**src/rtl/sfc_pkg.sv**
```systemverilog
`default_nettype none
package sfc_pkg;

  localparam int PlanesFinite   = 6;
  localparam int PlanesInfinite = 5;
  localparam int FracAlign      = 14;  // Q16.16 -> Q.30
  localparam int DistW          = 50;  // three 48-bit products plus a 46-bit offset

  typedef logic signed [15:0] normal_comp_t;
  typedef logic signed [31:0] coord_t;
  typedef logic [30:0]        radius_t;
  typedef logic [44:0]        rad_q30_t;
  typedef logic [2:0]         plane_idx_t;
  typedef logic [1:0]         aspect_t;
  typedef logic               action_t;

  localparam action_t ACTION_LOAD = 1'b0;
  localparam action_t ACTION_TEST = 1'b1;

  localparam aspect_t ASPECT_INSIDE    = 2'd0;
  localparam aspect_t ASPECT_OUTSIDE   = 2'd1;
  localparam aspect_t ASPECT_INTERSECT = 2'd2;

  typedef struct packed {
    normal_comp_t normal_x;
    normal_comp_t normal_y;
    normal_comp_t normal_z;
    coord_t       offset;
  } plane_t;

  typedef struct packed {
    logic below;  // distance < -radius
    logic touch;  // distance <= radius
  } lane_flags_t;

endpackage
`default_nettype wire

```
**src/rtl/sfc_plane_store.sv**
```systemverilog
`default_nettype none
module sfc_plane_store #(
  parameter int MAX_PLANES = 6
) (
  input  wire logic                clk,
  input  wire logic                wr_en,
  input  wire sfc_pkg::plane_idx_t wr_idx,
  input  wire sfc_pkg::plane_t     wr_plane,
  output sfc_pkg::plane_t          planes[MAX_PLANES]
);

  sfc_pkg::plane_t planes_r[MAX_PLANES];

  // index beyond the store matches no entry, so such loads are dropped
  for (genvar i = 0; i < MAX_PLANES; i++) begin : g_entry
    always_ff @(posedge clk) begin
      if (wr_en && (32'(wr_idx) == i)) begin
        planes_r[i] <= wr_plane;
      end
    end
    assign planes[i] = planes_r[i];
  end

endmodule
`default_nettype wire

```
**config.mk**
```make
export PLATFORM = sky130hd
export DESIGN_NAME = sfc_plane_store
export DESIGN_NICKNAME = d
export VERILOG_FILES = /design/src/rtl/sfc_pkg.sv /design/src/rtl/sfc_plane_store.sv
export SDC_FILE = /design/constraint.sdc
export NUM_CORES = 1
export LEC_CHECK = 0
export BUFFER_PORTS_ARGS = -buffer_cell sky130_fd_sc_hd__buf_4
export CAP_MARGIN = 20
export CORE_AREA = 3 3 216 218
export DETAILED_ROUTE_END_ITERATION = 8
export DIE_AREA = 0 0 219 221
export GPL_ROUTABILITY_DRIVEN = 0
export PLACE_DENSITY_LB_ADDON = 0.12
export SYNTH_ARGS = -nofsm -noshare
export SYNTH_HDL_FRONTEND = slang
export SYNTH_SLANG_ARGS = --single-unit
```
**constraint.sdc**
```tcl
create_clock -name clk -period 13.2 [get_ports clk]
set_input_delay 2.64 -clock clk [delete_from_list [all_inputs] [get_ports clk]]
set_output_delay 2.64 -clock clk [all_outputs]
set_load 0.005 [all_outputs]
```
==> reports/results.txt <==
The flow ran to the end, and the final reports show no timing, DRC or antenna violations. The largest area contributor in the synthesized netlist was edfxtp_1. Kind of path behind the tightest hold check: in -> reg.

The run gives 2 as the number of levels the H-tree was split into. The share of final-layout standard cells stronger than drive strength 1 came out at 0.565. For the number of endpoints with negative hold slack in the final report, the log shows 0.

The placeable core region came out at 0.0451 mm^2. The type of the worst setup path was in -> reg. The highest routing layer actually used was met4.

Derived from the worst setup path, the maximum achievable clock frequency is 237 MHz. The global routing usage summed across all routing layers was 0.159. The average cell area after synthesis works out to 29.8 um^2.

The detailed router put a total of 13300 um of wire on met1. The maximum number of pins on one net before global-route repair is 46, and the fraction of the cycle the final worst path needs is 0.320. The required time at the worst-slack endpoint was 13.39 ns; the setup-violating endpoint count in the final report was 0. The number of gates resized after CTS was 0; the number of global-route vias before repair was 7502. The register ranked first by flip-flop count was planes_r.

In the final layout, the registers with the most flip-flops are planes_r x480. The logs give 20500 um for the detailed-routed wire length on met2 and 0 for the number of routed nets with antenna violations. The sum of overflow across all layers after global routing was 0. Clock root buffer master: clkbuf_16. Counting every net in the synthesized netlist gives 571. Buffers placed on the I/O ports in this run total 564. Summed over all nets, the half-perimeter wirelength after detailed placement is 27300 um. OpenSTA, run right after detailed placement, puts the worst setup slack at 8.31 ns. The detail-routed via count per cell is 4.27, and the sum of routed wire length over all layers is 39700 um.

The core occupancy in the finished layout came out at 0.468. After clock tree synthesis, the flow added hold-fix buffers numbering 0. The type of destination of the critical path was a register.

The count of final max-slew check failures came out at 0. In the post-synthesis netlist, the cell with the most instances is edfxtp_1. The total negative slack was 0 ns. The run gives 379 as the count of routing violations after the opening detailed-route iteration. In the synthesized netlist the dominant register cell turns out to be edfxtp_1. The number of synthesized flops with an enable pin is 480. The final routed wire length divided by cell count came out at 22.8 um.

Setup repair after global routing left no endpoint under its margin. The total vias in the final route was 7443. During synthesis, Yosys emitted a total of 0 warnings. Fraction of the yosys area taken by sequential cells: 0.995. The worst slew margin relative to its limit came out at 0.467. Post-synthesis async set-or-reset flop share: 0. Across the VDD grid, the largest voltage drop is 0.000103 V.

565 I/O pins were placed. Counting every instance in the synthesized netlist gives 486. The total met3 wirelength after detailed routing came out at 4710 um.

The clock passes through at most 3 buffers. The count of inserted antenna diode cells is 0, and the reported leakage power is 7.90 nW. The first detailed-routing pass ran for 4 iterations. In this run the vertical extent of the chip is 221 um. The count of cell types in the netlist was 4. The clock edge transition at the registers on the reported setup and hold paths works out to 0.06 ns. The minimum clock period works out to 4.23 ns. The post-CTS setup-driven buffer insertion count was 0. By count the netlist is led by 480 x edfxtp_1, 3 x and4bb_2, 2 x and4b_2.

For this design, the sink count on the clock tree is 480. For the final worst setup slack, the log shows 8.97 ns. Data on the critical path arrives at its endpoint at 4.42 ns. At the pin with the least slew margin, the transition time is 0.799 ns.

The largest fanout on the critical path was 42; the area fraction of the dominant cell type after synthesis was 0.995. After detailed routing, the number of remaining DRC violations is 0. The first global-routing pass estimated 55500 um of wire. TritonCTS built the clock tree.

The number of antenna violations at the first check in global routing was 0; the number of placement rows was 78. Starting density of the core: 0.321. By area the synthesized netlist is led by edfxtp_1 99%, and4bb_2 0.26%, and4b_2 0.16%, nor4b_2 0.10%. After synthesis the netlist holds a flip-flop and latch count of 480. The post-synthesis instance area was 0.0145 mm^2.

The power density over cell area works out to 152 mW/mm^2. The run gives 0 as the count of max-cap constraint violations. From synthesis to final layout, the design area changed by 45.6%. The die area came out at 0.0484 mm^2. The tools report the number of buffers added by the clock tree synthesis step as 49. The die span in x works out to 219 um. For this run, the post-layout net count is 1193. The flip-flop count of the largest register after layout works out to 480. The critical path startpoint category was a primary input.
==> path summary, 6_finish.rpt <==
kind | from | end | cells past startpoint
max | wr_idx[2] | planes_r[1][41]$_DFFE_PP_ | 3
min | wr_plane[27] | planes_r[1][27]$_DFFE_PP_ | 1
==> critical path, stage by stage <==
cell and delay, ns:
buf_4 0.14, and4bb_4 0.84, buf_4 0.64
==> cell type report <==
cell class / count / area [um^2]
clock inverter: 28 / 241
fill: 3903 / 24000
tap: 600 / 751
clock buffer: 60 / 1310
sequential: 480 / 14400
multi-input combinational: 6 / 100
timing repair buffer: 571 / 4290
==> power breakdown <==
part           total [W]  internal, W  switching, W  leakage (nW)
Clock            0.00133     0.000781      0.000552         0.762
Sequential       0.00174      0.00173     0.0000128          4.36
Combinational   0.000139    0.0000682     0.0000712          2.78
==> layer usage <==
metal	up-vias	track usage
li1	3251	-
met1	3748	0.171
met2	379	0.273
met3	65	0.0764
met4	0	0.0550
met5	-	0
==> cells in the final DEF, fill, tap and decap left out <==
master,n
buf_4,571
edfxtp_1,480
clkbuf_16,51
clkinv_2,11
clkbuf_1,9
clkinv_1,9
bufinv_16,4
and4bb_4,3
and4b_4,2
clkinvlp_4,2
nor4b_4,1
inv_6,1
clkinv_4,1
==> cells by family after synthesis <==
logic type / share of synthesized area
AND/OR/NAND/NOR: 0.00518
flip-flops: 0.995
==> metrics by stage <==
| step | std cells | hold slack, ns | total power [W] | cell area [um^2] |
|---|---|---|---|---|
| 5_1_grt | 1745 | 2.23 | 0.00334 | 21100 |
| 3_3_place_gp | 1657 | 2.86 | 0.00192 | 19600 |
| 3_5_place_dp | 1657 | 2.86 | 0.00192 | 19600 |
| 6_report | 1745 | 2.28 | 0.00322 | 21100 |
| 4_1_cts | 1745 | 2.24 | 0.00327 | 21100 |
| 2_1_floorplan | 486 | 2.74 | 0.00179 | 14500 |
Power figures use the tool's default switching activity.
