===== src/rtl/sfc_pkg.sv =====
`default_nettype none
package sfc_pkg;

  localparam int PlanesFinite   = 6;
  localparam int PlanesInfinite = 5;
  localparam int FracAlign      = 14;  // Q16.16 -> Q.30
  localparam int DistW          = 50;  // three 48-bit products plus a 46-bit offset

  typedef logic signed [15:0] normal_comp_t;
  typedef logic signed [31:0] coord_t;
  typedef logic [30:0]        radius_t;
  typedef logic [44:0]        rad_q30_t;
  typedef logic [2:0]         plane_idx_t;
  typedef logic [1:0]         aspect_t;
  typedef logic               action_t;

  localparam action_t ACTION_LOAD = 1'b0;
  localparam action_t ACTION_TEST = 1'b1;

  localparam aspect_t ASPECT_INSIDE    = 2'd0;
  localparam aspect_t ASPECT_OUTSIDE   = 2'd1;
  localparam aspect_t ASPECT_INTERSECT = 2'd2;

  typedef struct packed {
    normal_comp_t normal_x;
    normal_comp_t normal_y;
    normal_comp_t normal_z;
    coord_t       offset;
  } plane_t;

  typedef struct packed {
    logic below;  // distance < -radius
    logic touch;  // distance <= radius
  } lane_flags_t;

endpackage
`default_nettype wire


===== src/rtl/sfc_lane.sv =====
`default_nettype none
module sfc_lane (
  input  wire logic                clk,
  input  wire logic                en,
  input  wire sfc_pkg::plane_t     plane,
  input  wire sfc_pkg::coord_t     cx,
  input  wire sfc_pkg::coord_t     cy,
  input  wire sfc_pkg::coord_t     cz,
  input  wire sfc_pkg::rad_q30_t   rad,    // aligned with the sum stage
  output sfc_pkg::lane_flags_t     flags
);

  logic signed [47:0]                 px_r, py_r, pz_r;
  logic signed [45:0]                 off_r;
  logic signed [sfc_pkg::DistW-1:0]   dist_r;
  logic signed [sfc_pkg::DistW:0]     dist_ext;
  logic signed [sfc_pkg::DistW:0]     rad_ext;
  logic signed [sfc_pkg::DistW:0]     margin;
  sfc_pkg::lane_flags_t               flags_r;

  assign dist_ext = (sfc_pkg::DistW+1)'(dist_r);
  assign rad_ext  = $signed((sfc_pkg::DistW+1)'(rad));
  assign margin   = dist_ext + rad_ext;

  always_ff @(posedge clk) begin
    if (en) begin
      // Q2.14 x Q16.16 -> Q.30
      px_r    <= plane.normal_x * cx;
      py_r    <= plane.normal_y * cy;
      pz_r    <= plane.normal_z * cz;
      off_r   <= $signed({plane.offset, {sfc_pkg::FracAlign{1'b0}}});
      dist_r  <= sfc_pkg::DistW'(px_r) + sfc_pkg::DistW'(py_r)
               + sfc_pkg::DistW'(pz_r) + sfc_pkg::DistW'(off_r);
      flags_r.below <= margin[sfc_pkg::DistW];
      flags_r.touch <= (dist_ext <= rad_ext);
    end
  end

  assign flags = flags_r;

endmodule
`default_nettype wire


===== config.mk =====
export PLATFORM = sky130hd
export DESIGN_NAME = sfc_lane
export DESIGN_NICKNAME = d
export VERILOG_FILES = /design/src/rtl/sfc_pkg.sv /design/src/rtl/sfc_lane.sv
export SDC_FILE = /design/constraint.sdc
export NUM_CORES = 2
export LEC_CHECK = 0
export BUFFER_PORTS_ARGS = -buffer_cell sky130_fd_sc_hd__buf_2
export CAP_MARGIN = 30
export CORE_MARGIN = 5
export CORE_UTILIZATION = 65
export DETAILED_ROUTE_END_ITERATION = 10
export PLACE_DENSITY = 0.95
export SKIP_CTS_REPAIR_TIMING = 1
export SYNTH_ARGS = -nofsm -noshare
export SYNTH_HDL_FRONTEND = slang
export SYNTH_SLANG_ARGS = --single-unit

===== constraint.sdc =====
create_clock -name clk -period 8.8 [get_ports clk]
set_input_delay 0.44 -clock clk [delete_from_list [all_inputs] [get_ports clk]]
set_output_delay 0.44 -clock clk [all_outputs]
set_load 0.01 [all_outputs]

==> flow_summary.yaml <==
status:
  outcome: "finished clean"
clock_network:
  cts.sinks: 228
  clk_latency_ns: 0.56
  htree_levels: 1
  clockRootBuffer: "clkbuf_16"
  cts-buffers-inserted: 24
  path_clk_slew_ns: 0.07
  cts.path.max_buffers: 3
  tritoncts: "done"
worst_setup_path:
  path_max_fanout: 32
  rr_worst_depth: 14
  crit_slowest_cell: "fa_1"
  cp.arrival_ns: 7.41
  r2r-start: "py_r[2]"
  path_buf_inv: 4
  cp_cell_sequence: "buf_2 -> nand2_1 -> fa_1 -> inv_1 -> fa_1 -> fa_1 -> fa_1 -> fa_1 -> inv_1 -> fa_1 -> inv_1 -> ha_1 -> a211oi_1 -> o21ai_0 -> o2111ai_1 -> a31oi_1 -> o41ai_2 -> o21ai_1 -> a221o_1 -> a21oi_1 -> xnor2_1"
  worstPathRequired_ns: 9.10
  r2r_slack_ns: 3.93
  startpoint_type: "primary input"
  r2r-end: "dist_r[44]"
  worstSetupEndpointType: "flop"
  crit_top_cell: "fa_1"
  slowest_delay_ns: 0.67
  path_class: "primary input to flop"
  critical-path-top-delay-family: "adder cells"
detailed_routing:
  firstDrtPassIters: 9
  routed_wl_um: 176000
  vias_per_cell: 6.00
  remaining_drc_errors: 0
  drt_iter0_markers: 5136
  drtAntennaViolNets: 0
  vias: 50329
  wl_per_cell_um: 21.0
cells_and_area:
  drive_gt1_frac: 0.0436
  regArea_um2: 6850
  multi_input_comb_area_um2: 52000
  nNetsFinal: 9250
  syn_to_final_growth_pct: 4.11
  fillCellCount: 6814
sta:
  final_hold_viol_count: 0
  max-slew-margin-rel: 0.422
  setup_viol: 0
  clock_skew_ns: 0.0324
  worstMarginPinSlew_ns: 0.866
  finalSetupTns_ns: 0
  rsz0062_at_grt: "false"
  fmax_ghz: 0.141
  layout_min_cycle_time_ns: 7.11
  finalCritPeriodShare: 0.808
  report.final.slew_viol_count: 0
synthesis:
  synth_area_um2: 66400
  synth.top_cells.by_count: "inv_1, fa_1, nand2_1"
  seq_area_frac_synth: 0.103
  yosysWarnings: 0
  synth_top_area_frac: 0.465
  postSynth.asyncResetShare: 0
  ys.flop_type: "edfxtp_1"
  synth_fp_nets: 9257
  ys_seq_elements: 228
  yosys.cell_count.top_type: "inv_1"
  yosysUniqueCellTypes: 82
  syn_area_per_cell_um2: 9.49
  synth_edf_count: 228
  synth_area_leaders: "fa_1, edfxtp_1, inv_1"
  synth_top_area_cell: "fa_1"
  synthCells: 7000
floorplan:
  die_x_um: 330
  die_h_um: 330
  core_um2: 102000
  num_rows: 117
  start_util: 0.654
  die-area_um2: 109000
  ioPinCount: 225
min_path:
  hp-class: "primary input to flop"
  whs_path_depth: 1
  min_from: "plane[6]"
  hold_end: "off_r[20]"
grt:
  grt_antenna_before_repair: 11
  grt_pass1_vias: 56286
  grt_overflow: 0
  grt_first_pass_wirelength_um: 284000
  grt_use_total: 0.332
  grt_max_degree: 85
run:
  drv_cap: 0
placed_design:
  io_buffer_count: 224
  place_congestion: 0.960
  dp_hpwl_um: 143000
## sequential cells by signal, indices dropped and copies added (netlist names)
| register | flops |
|---|---|
| flags | 2 |
| px_r | 48 |
| dist_r | 50 |
| off_r | 32 |
| pz_r | 48 |
| py_r | 48 |
## cell usage in the layout, fill, tap and decap left out, types with 8 or more instances in the layout
cell type / n
nand2b_1: 35
xnor2_1: 155
nor2b_1: 22
nor3_1: 19
and2_1: 618
a31o_2: 8
nor4_1: 9
a211oi_1: 18
clkbuf_16: 24
o21ai_0: 98
nand2_1: 935
a21o_1: 108
ha_1: 492
o211ai_1: 10
buf_2: 223
xor2_1: 46
o21bai_1: 36
a221oi_1: 8
nand3_1: 35
inv_1: 1742
a21oi_1: 195
o21a_1: 17
nand4_1: 23
edfxtp_1: 228
fa_1: 1542
nor2_1: 171
and3_1: 24
a31oi_1: 21
## kinds of logic after synthesis
| group | Yosys count | synth area share |
|---|---|---|
| fa+ha+maj | 2034 | 0.558 |
| flops | 228 | 0.103 |
| xor+xnor | 201 | 0.0265 |
| compound gates | 611 | 0.0606 |
| buf+inv | 2005 | 0.113 |
| simple gates | 1921 | 0.139 |
## layout make-up
type | instances | area share
antenna | 4 | 0.000145
clock inverter | 18 | 0.00297
inverter | 1745 | 0.0947
timing repair buffer | 227 | 0.0170
multi-input combinational | 4767 | 0.753
clock buffer | 26 | 0.00880
tap | 1368 | 0.0248
sequential | 228 | 0.0990
## per-layer routing
layer,up-vias,track usage,part of all wire
li1,20760,-,-
met1,24883,0.405,0.33
met2,3592,0.545,0.47
met3,1084,0.0819,0.12
met4,10,0.187,0.075
met5,-,0,0.00044
## worst register-to-register path, delay by kind of cell, from the launching register on
kind	cells	cell delay, ns
compound gates	8	2.18
fa+ha+maj	4	1.54
simple gates	1	0.16
xor+xnor	1	0.28
flops	1	0.44
## worst max path at each step
| stage | startpoint | to | cells past startpoint |
|---|---|---|---|
| final | plane[55] | py_r[47] | 21 |
| after global routing | plane[71] | px_r[46] | 22 |
| after CTS | plane[65] | px_r[46] | 22 |
| after detailed placement | plane[55] | py_r[47] | 21 |
| after global placement | plane[71] | px_r[46] | 22 |
| after floorplan | cz[20] | pz_r[45] | 22 |
## per-stage QoR
step                cell area [um^2]   util  hold slack [ns]  instances  setup WS [ns]
floorplan                      66400      -            0.539       7000           2.25
global placement               68300  0.672            0.620       8334           1.51
detailed placement             68300  0.672            0.624       8334           1.38
CTS                            69100  0.680           0.0737       8378           1.95
global route                   69100  0.680           0.0722       8380           1.48
finish                         69100  0.681           0.0820       8383           1.69
Power is not shown: default switching activity piles up to over one toggle a cycle in this logic, so the estimate is an artifact.
